File: config.mk
export PLATFORM = sky130hd
export DESIGN_NAME = cbr_addr_decode
export DESIGN_NICKNAME = d
export VERILOG_FILES = /design/src/hdl/cbr_pkg.sv /design/src/hdl/cbr_addr_decode.sv
export SDC_FILE = /design/constraint.sdc
export NUM_CORES = 1
export LEC_CHECK = 0
export ABC_AREA = 1
export ABC_CLOCK_PERIOD_IN_PS = 1000
export BUFFER_PORTS_ARGS = -buffer_cell sky130_fd_sc_hd__clkbuf_2
export CORE_MARGIN = 2
export CORE_UTILIZATION = 37
export CTS_BUF_LIST = sky130_fd_sc_hd__clkbuf_16
export CTS_CLUSTER_SIZE = 30
export DETAILED_ROUTE_END_ITERATION = 6
export GPL_TIMING_DRIVEN = 0
export HOLD_SLACK_MARGIN = 0.12
export PLACE_DENSITY = 0.73
export SYNTH_ARGS = -nofsm -noshare
export SYNTH_HDL_FRONTEND = slang
export SYNTH_SLANG_ARGS = --single-unit
export TNS_END_PERCENT = 50
File: constraint.sdc
create_clock -name clk -period 1 [get_ports clk]
set_input_delay 0.05 -clock clk [delete_from_list [all_inputs] [get_ports clk]]
set_output_delay 0.05 -clock clk [all_outputs]
set_load 0.005 [all_outputs]
File: src/hdl/cbr_pkg.sv
// shared types and constants for the cartridge bus rom responder
// depends on nothing; used by every module of the block by scoped names

package cbr_pkg;

    // field widths
    localparam int WORD_W = 16;
    localparam int IMG_W  = 22;
    localparam int LIDX_W = 20;
    localparam int OFS_W  = 9;
    localparam int ADR_W  = 32;

    // default store depth in halfwords
    localparam int ROM_HALFWORDS_DEF = 1048576;

    // bus address windows
    localparam logic [ADR_W-1:0] ROM_BASE = 32'h1000_0000;
    localparam logic [ADR_W-1:0] DOM2A_LO = 32'h0500_0000;
    localparam logic [ADR_W-1:0] DOM2A_HI = 32'h05FF_FFFF;
    localparam logic [ADR_W-1:0] DOM1A_LO = 32'h0600_0000;
    localparam logic [ADR_W-1:0] DOM1A_HI = 32'h07FF_FFFF;
    localparam logic [ADR_W-1:0] DOM2B_LO = 32'h0800_0000;
    localparam logic [ADR_W-1:0] DOM2B_HI = 32'h0FFF_FFFF;

    // configuration register index
    localparam logic REG_IMAGE_BYTES = 1'b0;

    // input beat action codes
    typedef enum logic [1:0] {
        ACT_ADDR      = 2'd0,
        ACT_READ      = 2'd1,
        ACT_BUS_RESET = 2'd2,
        ACT_LOAD      = 2'd3
    } action_t;

    // registered address decode
    typedef struct packed {
        logic             hit;
        logic [IMG_W-1:0] rel;
    } decode_t;

endpackage

File: src/hdl/cbr_addr_decode.sv
// registered window decode of the latched bus address
// depends on cbr_pkg for windows, widths and the decode struct

module cbr_addr_decode (
    input  logic                       clk,
    input  logic [cbr_pkg::ADR_W-1:0]  addr,
    input  logic [cbr_pkg::IMG_W-1:0]  image_bytes,
    output cbr_pkg::decode_t           dec_reg
);

    logic [cbr_pkg::ADR_W:0] rom_top;
    logic                    rom_hit;
    logic                    dom_hit;
    logic                    short_hit;
    cbr_pkg::decode_t        dec_next;

    // window compares; relative address is the low bits in both hit cases
    always_comb
    begin
        rom_top   = {1'b0, cbr_pkg::ROM_BASE}
                  + {{(cbr_pkg::ADR_W + 1 - cbr_pkg::IMG_W){1'b0}}, image_bytes};
        rom_hit   = (addr >= cbr_pkg::ROM_BASE) && ({1'b0, addr} <= rom_top);
        dom_hit   = ((addr >= cbr_pkg::DOM2A_LO) && (addr <= cbr_pkg::DOM2A_HI))
                 || ((addr >= cbr_pkg::DOM1A_LO) && (addr <= cbr_pkg::DOM1A_HI))
                 || ((addr >= cbr_pkg::DOM2B_LO) && (addr <= cbr_pkg::DOM2B_HI));
        short_hit = addr <= {{(cbr_pkg::ADR_W - cbr_pkg::IMG_W){1'b0}}, image_bytes};
        dec_next.hit = rom_hit || (!dom_hit && short_hit);
        dec_next.rel = addr[cbr_pkg::IMG_W-1:0];
    end

    // decode follows the address every cycle
    always_ff @(posedge clk)
    begin
        dec_reg <= dec_next;
    end

endmodule

==> metrics.txt, run 1 <==
post-CTS setup buffer count=0; Worst-path clk slew=60 ps; die area=3686 um2; yosys warns=0; Tmin final=895.0 ps; Worst Setup SP=addr[29]; Largest register FFs=23; Final #Nets=323; initial cell density of the core=38.98%; final hold viol count=0; Max Cap Violations=0; Inserted Clock Buffers=3; register bit total from synthesis=23; max incr delay on CP=540 ps; vias per inst=4.045; ant diodes=0; Max VDD drop=561.2 uV; fmax=1.117 GHz; Detail Route Antenna Nets=0; initial antenna violation count=0; CORE AREA=3053 um2; CTS Root Cell=clkbuf_16; first-pass GRT wire length=4.133 mm; Placed Instances=262; DRT iter0 DRCs=28; die height=60.71 um; overall routed net length=2.491 mm; status=complete, no violations; max-slew violation count=0; io pins=78; CP Class=in -> reg; post-synthesis sequential area ratio=38.70%; final period utilization=89.50%; Slew Limit Headroom=86.27%; top fanout value on the critical path=1; drt wl/cell=8.619 um; grt ovf=0; CTS H-tree lvls=1; CP max stage cell=dlygate4sd3_1; Final setup viols=0; CTS tree=yes; Finished Layout Cells=289; area grow syn2layout=64.98%; number of port buffers=76; largest net degree at the start of global routing=14; Pre-Repair DR Iteration Count=2; Cell Area, Synth=1190 um2; proportion of layout cells with a drive suffix above 1=40.00%; vias in the first global route=1159; CP Data Arrival Time=1090 ps; CP cell instances=dlygate4sd3_1 > clkbuf_2 > nor4_4 > nand3_1 > a21oi_2; crit start category=input pin; HPWL after DPL=1.959 mm; RSZ-0062 raised after global routing=no; clk sink count=23; row count=20; Total Power=2.298 mW; DRC errors left=0; Critical Path RT=1190 ps; Synth cell types=18; Syn Inst Count=142; worst slew pin tran=204.4 ps; die width=60.71 um; total track usage=14.80%; HP Class=in -> reg; Leak=1.135 nW; Via Count=1169; GP Congestion=0.6586; synthesized net count=219; Power Dens Cells=1171 nW/um2; clk buf depth=2; critical path endpoint=dec_reg[22]$_DFF_P_; Syn Area/Cell=8.380 um2; Crit. End Element=register
## layout make-up
class / instances / area (um2)
Clock buffer: 3 / 75.07
Clock inverter: 1 / 5.005
Fill cell: 297 / 1090
Inverter: 35 / 131.4
Multi-Input combinational cell: 84 / 625.6
Sequential cell: 23 / 460.4
Tap cell: 44 / 55.05
Timing Repair Buffer: 99 / 610.6
## power by group
part	total, mW	leakage (nW)	internal (mW)	switching (mW)
Sequential	0.974	0.194	0.964	0.0102
Clock	0.841	0.0409	0.537	0.305
Combinational	0.483	0.900	0.269	0.214
Total	2.30	1.13	1.77	0.529
## worst max-delay path, delay by kind of cell
kind / cells / cell delay [ps]
and+or+nand+nor: 2 / 270
AOI/OAI and AO/OA: 1 / 110
buffers and inverters: 2 / 660
## synthesized netlist by cell type
library cell | count | area share, %
nor2_2 | 1 | 0.53
nand2_4 | 1 | 0.95
a21oi_1 | 5 | 2.1
nand2_1 | 31 | 9.8
nor3b_2 | 1 | 1.1
nand4_1 | 1 | 0.53
nor2_4 | 2 | 1.9
dfxtp_1 | 23 | 39
nand2_2 | 5 | 2.6
o21ai_1 | 1 | 0.42
nor2_1 | 7 | 2.2
a21oi_2 | 1 | 0.74
nor4_4 | 1 | 1.8
ha_1 | 22 | 23
inv_1 | 32 | 10
a21o_1 | 2 | 1.3
inv_2 | 3 | 0.95
nand3_1 | 3 | 1.3
## cells by family after synthesis
group / synth area share [%]
buf+inv: 11.04
fa+ha+maj: 23.13
flops: 38.70
simple gates: 22.61
compound gates: 4.521
## cells in the final DEF, fill, tap and decap left out, types with 3 or more instances in the layout
cell / Yosys / final
a21oi_1: 5 / 5
clkbuf_16: 0 / 3
clkbuf_2: 0 / 76
dfxtp_1: 23 / 23
dlygate4sd3_1: 0 / 23
ha_1: 22 / 20
inv_1: 32 / 32
inv_2: 3 / 3
nand2_1: 31 / 30
nand2_2: 5 / 6
nand3_1: 3 / 3
nor2_1: 7 / 7
## per-stage QoR
stage               instance area [um2]  setup TNS, ps  hold WS, ps  setup WS, ps  utilization (%)
floorplan                          1190              0        77.72         30.96                -
global placement                   1625         -153.7        168.7        -153.7            53.24
detailed placement                 1625         -172.5        174.2        -172.5            53.24
CTS                                1936              0        112.5         43.08            63.40
global route                       1963              0        125.9         2.012            64.30
finish                             1963              0        114.5         105.0            64.30
## per-layer routing
layer | GRT usage (%) | wire length (um)
met1 | 14.77 | 961
met2 | 28.88 | 1363
met3 | 2.345 | 138
met4 | 7.764 | 27
met5 | 0 | 0
## worst min-delay path by stage
| stage | start | to | cells after the start |
|---|---|---|---|
| floorplan | addr[0] | dec_reg[0]$_DFF_P_ | 0 |
| global placement | addr[0] | dec_reg[0]$_DFF_P_ | 1 |
| detailed placement | addr[8] | dec_reg[8]$_DFF_P_ | 1 |
| CTS | addr[31] | dec_reg[22]$_DFF_P_ | 4 |
| global route | addr[31] | dec_reg[22]$_DFF_P_ | 4 |
| finish | addr[31] | dec_reg[22]$_DFF_P_ | 4 |
## timing repair
item	CTS	global route
endpoints found under the hold margin	23	0
gates resized for setup	0	3
setup endpoints to repair	0	1
hold buffers	23	0
Power figures use the tool's default switching activity.
==> run 2: changes to the inputs <==
- BUFFER_PORTS_ARGS: -buffer_cell sky130_fd_sc_hd__clkbuf_2 -> -buffer_cell sky130_fd_sc_hd__buf_4
==> run 2 against run 1 <==
  * Sequential power barely moved
  * Global-route usage barely moved
  * Utilization rose by 5.6 points
  * Count of clock-buffer cells in the layout did not move
  * Cell count fell by 0.35%
  * Setup slack barely moved
  * Routed wire length rose by 6.8%
  * Critical endpoint unchanged
  * Highest routed layer unchanged
==> metrics.txt, run 2 (synthesis results as in run 1) <==
status=complete, no violations; vias in the first global route=1117 (-3.6%); Register Area=460.4 um2 (unchanged); Inserted Clock Buffers=3 (unchanged); drt wl/cell=9.240 um (+7.2%); Setup TNS=0 ps (unchanged); Leak=1.184 nW (+4.3%); HP Class=in -> reg; Slew Limit Headroom=86.04% (-0.23 points); Largest register FFs=23 (unchanged); most common cell after layout, fill and taps aside=buf_4; Crit. End Element=register; fmax=1.118 GHz (about the same); Total Power=2.387 mW (+3.8%); top fanout value on the critical path=2 (+1); GP Congestion=0.7496 (+14%); overall routed net length=2.661 mm (+6.8%); cell mode on critical path=nand2_1; Final #Nets=322 (-0.31%); Power Dens Cells=1118 nW/um2 (-4.5%); Crit path max-delay family=simple AND/OR/NAND/NOR gates; HPWL after DPL=2.035 mm (+3.9%); CTS Root Cell=clkbuf_16; max incr delay on CP=310 ps (-230 ps); Tmin final=894.7 ps (-0.3140 ps); CTS tree=yes; first-pass GRT wire length=4.091 mm (-1.0%); Max VDD drop=527.4 uV (-6.0%); die area=3686 um2 (unchanged); wire length on met3=168 um (+22%); row count=20 (unchanged); Critical Path RT=1190 ps (about the same); DRT iter0 DRCs=12 (-57%); highest metal used=met4; clk buf depth=2 (unchanged); die height=60.71 um (unchanged); Core Util, Final=69.92% (+5.6 points); ant diodes=0 (unchanged); CP Class=in -> reg; crit start category=input pin; area occupied by multi-input gates=618.1 um2 (-1.2%); total track usage=14.78% (-0.018 points); Via Count=1188 (+1.6%); RSZ-0062 raised after global routing=no; WL met1=989 um (+2.9%); CTS H-tree lvls=1 (unchanged); CORE AREA=3053 um2 (unchanged); final period utilization=89.47% (about the same); die width=60.71 um (unchanged); vias per inst=4.125 (+2.0%); proportion of layout cells with a drive suffix above 1=39.75% (-0.25 points); Setup Slack @ Placement=-184.0 ps (-11.49 ps); initial antenna violation count=0 (unchanged); worst slew pin tran=207.9 ps (+3.444 ps); Worst-path clk slew=60 ps (about the same); CP Data Arrival Time=1090 ps (about the same); area grow syn2layout=79.39%; CP max stage cell=ha_1; most frequent cells in the layout=buf_4, inv_1, nand2_1, dfxtp_1, dlygate4sd3_1; CP cell instances=buf_4 > ha_1 > nand2_1 > nor3b_2 > nand2_1 > o21ai_2 > nand3_1 > a21oi_2; DRC errors left=0 (unchanged); Max Cap Violations=0 (unchanged); largest net degree at the start of global routing=13 (-1); Detail Route Antenna Nets=0 (unchanged); Fillers=264 (-11%); final hold viol count=0 (unchanged); Worst Path Buf+Inv=1 (-1); met2 wire len=1.456 mm (+6.8%); Final WS setup=105.3 ps (+0.3140 ps); Hold Buf Count CTS=22 (-4.3%); max-slew violation count=0 (unchanged); clk sink count=23 (unchanged); initial cell density of the core=38.98% (unchanged); io pins=78 (unchanged); Final setup viols=0 (unchanged); grt ovf=0 (unchanged); number of port buffers=76 (unchanged); Pre-Repair DR Iteration Count=4 (+2)
run 2: tightest hold or removal path, stage by stage:
cell     delay (ps)
buf_4            90
nor4_4           40
nand3_1          80
a21oi_2          30
run 2: what timing repair did:
| item | in CTS | in global routing |
|---|---|---|
| hold endpoints to repair | 23 | 1 |
| endpoints found under the setup margin | 0 | 1 |
| setup buffers | 0 | 0 |
| gates resized for setup | 0 | 3 |
run 2: area by class of cell:
cell class / count / share of cell area [%]
flip-flops and latches: 23 / 21.57
clock buffers: 3 / 3.517
clock inverters: 1 / 0.1758
repair buffers: 98 / 37.05
multi-input cells: 84 / 28.96
inverters: 35 / 6.155
well taps: 44 / 2.579
run 2: layer usage:
| metal | vias to the layer above | track usage [%] |
|---|---|---|
| li1 | 636 | - |
| met1 | 509 | 13.93 |
| met2 | 39 | 29.03 |
| met3 | 4 | 3.412 |
| met4 | 0 | 7.764 |
| met5 | - | 0 |
run 2: stage by stage:
stage | area (um2) | hold slack (ps) | std cells
floorplan | 1190 | 77.72 | 142
global placement | 1815 | 163.5 | 262
detailed placement | 1815 | 164.3 | 262
CTS | 2115 | 86.72 | 288
global route | 2135 | 90.74 | 288
finish | 2135 | 83.78 | 288
run 2: path summary, 6_finish.rpt:
kind	slack, ps	depth (start not counted)	end	startpoint
setup / recovery	110	8	dec_reg[22]$_DFF_P_	addr[21]
hold / removal	80	4	dec_reg[22]$_DFF_P_	addr[31]
run 2: where the power goes:
part	internal [mW]	switching (mW)	leakage [nW]
clock	0.533	0.317	0.0423
sequential	0.964	0.0116	0.194
combinational	0.347	0.214	0.948
