===== src/hdl/cbr_pkg.sv =====
// shared types and constants for the cartridge bus rom responder
// depends on nothing; used by every module of the block by scoped names

package cbr_pkg;

    // field widths
    localparam int WORD_W = 16;
    localparam int IMG_W  = 22;
    localparam int LIDX_W = 20;
    localparam int OFS_W  = 9;
    localparam int ADR_W  = 32;

    // default store depth in halfwords
    localparam int ROM_HALFWORDS_DEF = 1048576;

    // bus address windows
    localparam logic [ADR_W-1:0] ROM_BASE = 32'h1000_0000;
    localparam logic [ADR_W-1:0] DOM2A_LO = 32'h0500_0000;
    localparam logic [ADR_W-1:0] DOM2A_HI = 32'h05FF_FFFF;
    localparam logic [ADR_W-1:0] DOM1A_LO = 32'h0600_0000;
    localparam logic [ADR_W-1:0] DOM1A_HI = 32'h07FF_FFFF;
    localparam logic [ADR_W-1:0] DOM2B_LO = 32'h0800_0000;
    localparam logic [ADR_W-1:0] DOM2B_HI = 32'h0FFF_FFFF;

    // configuration register index
    localparam logic REG_IMAGE_BYTES = 1'b0;

    // input beat action codes
    typedef enum logic [1:0] {
        ACT_ADDR      = 2'd0,
        ACT_READ      = 2'd1,
        ACT_BUS_RESET = 2'd2,
        ACT_LOAD      = 2'd3
    } action_t;

    // registered address decode
    typedef struct packed {
        logic             hit;
        logic [IMG_W-1:0] rel;
    } decode_t;

endpackage


===== src/hdl/cbr_seq.sv =====
// bus state, read sequencer and output register of the rom responder
// depends on cbr_pkg; drives the store port and takes the registered decode

module cbr_seq #(
    parameter int ROM_HALFWORDS = cbr_pkg::ROM_HALFWORDS_DEF,
    parameter int ADDR_W        = $clog2(ROM_HALFWORDS)
) (
    input  logic                        clk,
    input  logic                        rst_n,
    input  logic                        in_valid,
    output logic                        in_ready,
    input  cbr_pkg::action_t            action,
    input  logic [cbr_pkg::WORD_W-1:0]  bus_word,
    input  logic [cbr_pkg::LIDX_W-1:0]  load_index,
    input  logic                        reset_released,
    output logic                        out_valid,
    input  logic                        out_ready,
    output logic [cbr_pkg::WORD_W-1:0]  read_data,
    output logic                        release_bus,
    output logic [cbr_pkg::ADR_W-1:0]   latched_addr,
    input  cbr_pkg::decode_t            dec,
    output logic                        mem_en,
    output logic                        mem_we,
    output logic [ADDR_W-1:0]           mem_addr,
    output logic [cbr_pkg::WORD_W-1:0]  mem_wdata,
    input  logic [cbr_pkg::WORD_W-1:0]  mem_rdata
);

    typedef enum logic [1:0] {
        S_IDLE,
        S_RD,
        S_CAP
    } state_t;

    localparam int SUM_W = cbr_pkg::IMG_W + 1;
    localparam int IDX_W = SUM_W - 1;

    state_t                      state_reg, state_next;
    logic [cbr_pkg::ADR_W-1:0]   latched_addr_reg, latched_addr_next;
    logic [cbr_pkg::WORD_W-1:0]  high_half_reg, high_half_next;
    logic                        toggle_reg, toggle_next;
    logic [cbr_pkg::OFS_W-1:0]   offset_reg, offset_next;
    logic                        run_reg, run_next;
    logic                        rd_zero_reg, rd_zero_next;
    logic                        rd_release_reg, rd_release_next;
    logic                        out_valid_reg, out_valid_next;
    logic [cbr_pkg::WORD_W-1:0]  out_data_reg, out_data_next;
    logic                        out_release_reg, out_release_next;

    logic                        cap_go;
    logic                        accept;
    logic                        ld_in_range;
    logic [SUM_W-1:0]            byte_sum;
    logic [IDX_W-1:0]            rd_idx;
    logic                        rd_in_range;

    // output slot is free or leaves this cycle
    assign cap_go   = !out_valid_reg || out_ready;
    assign in_ready = (state_reg == S_IDLE) || ((state_reg == S_CAP) && cap_go);
    assign accept   = in_valid && in_ready;

    // store index of the read beat and range checks
    assign byte_sum    = {1'b0, dec.rel}
                       + {{(SUM_W - cbr_pkg::OFS_W){1'b0}}, offset_reg};
    assign rd_idx      = byte_sum[SUM_W-1:1];
    assign rd_in_range = 32'(rd_idx) < 32'(ROM_HALFWORDS);
    assign ld_in_range = 32'(load_index) < 32'(ROM_HALFWORDS);

    // store port: loads at accept, reads in the read cycle
    always_comb
    begin
        mem_we    = accept && (action == cbr_pkg::ACT_LOAD) && ld_in_range;
        mem_en    = mem_we || (state_reg == S_RD);
        mem_addr  = (state_reg == S_RD) ? ADDR_W'(rd_idx) : ADDR_W'(load_index);
        mem_wdata = bus_word;
    end

    // next-state logic
    always_comb
    begin
        state_next        = state_reg;
        latched_addr_next = latched_addr_reg;
        high_half_next    = high_half_reg;
        toggle_next       = toggle_reg;
        offset_next       = offset_reg;
        run_next          = run_reg;
        rd_zero_next      = rd_zero_reg;
        rd_release_next   = rd_release_reg;
        out_valid_next    = out_valid_reg && !out_ready;
        out_data_next     = out_data_reg;
        out_release_next  = out_release_reg;

        // read cycle: store access issued, offset steps
        if (state_reg == S_RD)
        begin
            rd_zero_next    = !dec.hit || !rd_in_range;
            rd_release_next = offset_reg[1];
            offset_next     = offset_reg + cbr_pkg::OFS_W'(2);
            state_next      = S_CAP;
        end

        // capture store data into the output register
        if ((state_reg == S_CAP) && cap_go)
        begin
            out_valid_next   = 1'b1;
            out_data_next    = rd_zero_reg ? '0 : mem_rdata;
            out_release_next = rd_release_reg;
            state_next       = S_IDLE;
        end

        // accepted input beat
        if (accept)
        begin
            case (action)
                cbr_pkg::ACT_ADDR:
                begin
                    if (!toggle_reg)
                    begin
                        high_half_next = bus_word;
                        toggle_next    = 1'b1;
                    end
                    else
                    begin
                        latched_addr_next = {high_half_reg, bus_word};
                        offset_next       = '0;
                        toggle_next       = 1'b0;
                    end
                end
                cbr_pkg::ACT_READ:
                begin
                    if (run_reg)
                    begin
                        state_next = S_RD;
                    end
                end
                cbr_pkg::ACT_BUS_RESET:
                begin
                    if (reset_released)
                    begin
                        run_next = 1'b1;
                    end
                    else
                    begin
                        latched_addr_next = '0;
                        high_half_next    = '0;
                        toggle_next       = 1'b0;
                        offset_next       = '0;
                        run_next          = 1'b0;
                    end
                end
                default:
                begin
                    // rom load goes straight to the store port
                end
            endcase
        end
    end

    // state and registered outputs
    always_ff @(posedge clk or negedge rst_n)
    begin
        if (!rst_n)
        begin
            state_reg        <= S_IDLE;
            latched_addr_reg <= '0;
            high_half_reg    <= '0;
            toggle_reg       <= 1'b0;
            offset_reg       <= '0;
            run_reg          <= 1'b0;
            rd_zero_reg      <= 1'b0;
            rd_release_reg   <= 1'b0;
            out_valid_reg    <= 1'b0;
            out_data_reg     <= '0;
            out_release_reg  <= 1'b0;
        end
        else
        begin
            state_reg        <= state_next;
            latched_addr_reg <= latched_addr_next;
            high_half_reg    <= high_half_next;
            toggle_reg       <= toggle_next;
            offset_reg       <= offset_next;
            run_reg          <= run_next;
            rd_zero_reg      <= rd_zero_next;
            rd_release_reg   <= rd_release_next;
            out_valid_reg    <= out_valid_next;
            out_data_reg     <= out_data_next;
            out_release_reg  <= out_release_next;
        end
    end

    assign out_valid    = out_valid_reg;
    assign read_data    = out_data_reg;
    assign release_bus  = out_release_reg;
    assign latched_addr = latched_addr_reg;

    // read cycle always leads to capture
    a_rd_to_cap: assert property (@(posedge clk) disable iff (!rst_n)
        (state_reg == S_RD) |=> (state_reg == S_CAP))
        else $error("read cycle not followed by capture");

    // store is read, never written, in the read cycle
    a_rd_port: assert property (@(posedge clk) disable iff (!rst_n)
        (state_reg == S_RD) |-> (mem_en && !mem_we))
        else $error("store port conflict in read cycle");

    // capture waits while the output is stalled
    a_cap_hold: assert property (@(posedge clk) disable iff (!rst_n)
        ((state_reg == S_CAP) && out_valid_reg && !out_ready) |=> (state_reg == S_CAP))
        else $error("capture over a pending result");

    // a read while stopped leaves the offset alone
    a_stopped_read: assert property (@(posedge clk) disable iff (!rst_n)
        (accept && (action == cbr_pkg::ACT_READ) && !run_reg)
        |=> ($stable(offset_reg) && (state_reg != S_RD)))
        else $error("read taken while stopped");

endmodule


===== config.mk =====
export PLATFORM = sky130hd
export DESIGN_NAME = cbr_seq
export DESIGN_NICKNAME = d
export VERILOG_FILES = /design/src/hdl/cbr_pkg.sv /design/src/hdl/cbr_seq.sv
export SDC_FILE = /design/constraint.sdc
export NUM_CORES = 1
export LEC_CHECK = 0
export BUFFER_PORTS_ARGS = -buffer_cell sky130_fd_sc_hd__buf_2
export CAP_MARGIN = 10
export CORE_ASPECT_RATIO = 1.25
export CORE_UTILIZATION = 40
export DETAILED_ROUTE_END_ITERATION = 16
export HOLD_SLACK_MARGIN = 0.02
export PLACE_DENSITY = 0.68
export SKIP_LAST_GASP = 1
export SYNTH_ARGS = -nofsm -noshare
export SYNTH_HDL_FRONTEND = slang
export SYNTH_SLANG_ARGS = --single-unit

===== constraint.sdc =====
create_clock -name clk -period 3 [get_ports clk]
set_input_delay 0.45 -clock clk [delete_from_list [all_inputs] [get_ports clk]]
set_output_delay 0.45 -clock clk [all_outputs]
set_load 0.1 [all_outputs]

==> reports/results.ini <==
[yosys]
ys_seq_elements = 80
yosysSeqAreaShare_pct = 47.37
syn_area_per_cell_sq_um = 8.769
synth_nets = 573
yosysUniqueCellTypes = 54
async_reset_ff_share_pct = 100.0
ys_warn_count = 0
synth_edf_count = 0
syn_area_sq_um = 4227
postSynthCellCount = 482
synth_ff_type = dfrtp_1

[timing]
fin_crit_ns = 2.942
post-route-period-util_pct = 98.06
hold_violations = 0
clock_skew_ns = 0.006447
tightest_slew_ns = 1.059
rsz0062_at_grt = true
hold_slack_ns = 0.2586
drv_slew = 0
max_freq_mhz = 339.9
relSlewSlack_pct = 29.40
setup_viol = 0

[floorplan]
dieWidth_microns = 93.94
rows = 41
die_h_microns = 116.9
core_sq_um = 10210
ios = 171
start_util_pct = 41.40
die_area_sq_um = 10980

[final_layout]
multiInputGateArea_sq_um = 2175
fin_nets = 728
final_util_pct = 56.88
drive_gt1_share_pct = 37.38
largest_reg_flops = 32
n_fill_cell = 932
area_growth_pct = 37.39
stdcell_count = 771
diodes = 0
ff_latch_area_sq_um = 2006

[placement]
gp_congestion = 0.8190
port_buffers = 169
place_inst = 748
hpwl_microns = 7705

[route]
drt.antenna.violating_nets = 0
dr_wl_met3_microns = 762
vias = 3894
finalWirelength_microns = 10710
wl_met1_microns = 4524
top_layer = met4
wire_per_inst_microns = 13.89
viasPerCell = 5.051
drc = 0
first_iter_violations = 123
drt_first_pass_iters = 4
wl_met2_microns = 5271

[pwr]
intPower_uw = 2429
p_per_area_nw_per_um2 = 873.9
p_sw_share_pct = 52.14
combPwrFrac_pct = 48.2
sequentialPowerShare_pct = 29.3
ir_worst_vdd_mv = 0.5027
p_clk_share_pct = 22.5
power_leakage_uw = 0.002933
p_sw_uw = 2646

[global_routing]
grt_pass1_vias = 3636
grt-ovfl-total = 0
grt_max_degree = 81
grtUsageTotal_pct = 19.64
grt_pass1_wl_microns = 17040
antenna_found_initial = 0

[clock_network]
cts_tree = built
clock_path_buffers = 2
ctsHtreeMaxLevel = 3
cts-root-buf = clkbuf_16
clk_pin_slew_ns = 0.07
clock_latency_ns = 0.33
clock_sinks = 80
cts_hold_buf = 0
numCtsBuffers = 9

[job]
maxCapViolCount = 0

[hold_path]
hp-class = input pin to async pin

[critical_path]
crit_type = register to primary output
endpoint_kind = primary output
cp_data_required_time_ns = 2.55
crit_fanout = 5
rrSetupSlack_ns = 0.88
worst_ep_arrival_time_ns = 2.49
start_kind = register

[run_status]
outcome = completed

## through the flow
stage | instance area, sq um | setup TNS, ns | setup WS (ns) | power, uW
after CTS | 5695 | 0 | 0.0005975 | 5111
after global placement | 5344 | 0 | 0.1790 | 3913
final | 5807 | 0 | 0.05822 | 5075
after detailed placement | 5344 | 0 | 0.1344 | 3951
after global routing | 5807 | -0.1022 | -0.04600 | 5297
after floorplan | 4332 | -0.5054 | -0.2812 | 3484
## power groups by stage
stage | clock [uW] | combinational [uW] | sequential [uW]
2_1_floorplan | 0 | 703 | 2780
3_3_place_gp | 0 | 2420 | 1490
3_5_place_dp | 0 | 2450 | 1500
4_1_cts | 1170 | 2450 | 1490
5_1_grt | 1210 | 2560 | 1520
6_report | 1140 | 2450 | 1490
## layout by cell type (no fill, tap or decap), types with 4 or more instances in the layout
cell / n
nand3b_1: 4
nand2b_1: 20
xnor2_1: 7
nand2_1: 128
buf_2: 155
xor2_1: 6
or3_1: 6
o21ai_1: 19
nand3_1: 26
buf_4: 17
inv_1: 6
nand4_1: 6
buf_12: 11
a21oi_1: 7
o21ai_2: 5
o21ai_0: 39
nor2_1: 16
clkbuf_16: 9
ha_4: 6
a31oi_4: 5
dfrtp_1: 77
## routing by layer
metal,global-route usage [%],vias to the layer above
li1,-,1952
met1,23.86,1777
met2,33.77,150
met3,5.491,15
met4,6.154,0
met5,0,-
## final timing paths
kind	from	end	cells after the start
min	rst_n	latched_addr[23]	1
max in group asynchronous	rst_n	offset_reg[4]	1
max	offset_reg[2]	mem_addr[10]	8
min reg2reg	latched_addr[23]	latched_addr[23]	2
min in group clk	mem_rdata[6]	read_data[6]	3
max reg2reg	state_reg[0]	high_half_reg[14]	5
## synthesized netlist by cell type, drive strengths merged, types with 2 or more instances
cell type,instances,area (sq um)
dfrtp,80,2002
a21o,2,15.01
and3,3,18.77
nand2,128,480.5
inv,6,22.52
o31ai,5,37.54
nand3b,4,30.03
mux2,2,22.52
nor2,17,71.32
nand3,27,135.1
nand2b,20,125.1
a21oi,10,61.31
nor3b,4,35.03
xor2,6,52.55
ha,9,112.6
o21ai,64,331.6
nor2b,3,18.77
or3,7,45.05
nand4,7,58.81
a31oi,5,31.28
and2,3,18.77
mux2i,2,20.02
a32oi,3,33.79
clkbuf,15,66.31
xnor2,7,61.31
buf,26,166.4
## cell families after synthesis
kind of cell | Yosys count | synth area share (%)
buffers and inverters | 47 | 6.039
xor gates and xnor gates | 13 | 2.694
muxes | 4 | 1.006
DFF | 80 | 47.37
AOI/OAI and AO/OA | 99 | 14.45
and+or+nand+nor | 230 | 25.79
adders and majority gates | 9 | 2.664
## what timing repair did
action,in CTS,in global routing
resized for setup,2,15
setup endpoints to repair,5,9
pin swaps,1,3
cloned,0,1
setup buffers,2,4
## layout make-up
type / instances / share of cell area, %
flip-flops and latches: 80 / 34.54
inverters: 6 / 0.3878
repair buffers: 184 / 19.48
clock inverters: 7 / 1.487
multi-input cells: 356 / 37.45
well taps: 129 / 2.780
clock buffers: 9 / 3.878
## critical path, cell delays in order (launching register included)
cell and delay, ns:
dfrtp_1 0.43, ha_1 0.35, a21oi_2 0.24, o22ai_4 0.12, buf_4 0.15, a22oi_2 0.26, o21ai_0 0.19, a31oi_4 0.21
buf_12 0.19
Note: power is estimated with default switching activity, not from simulation.
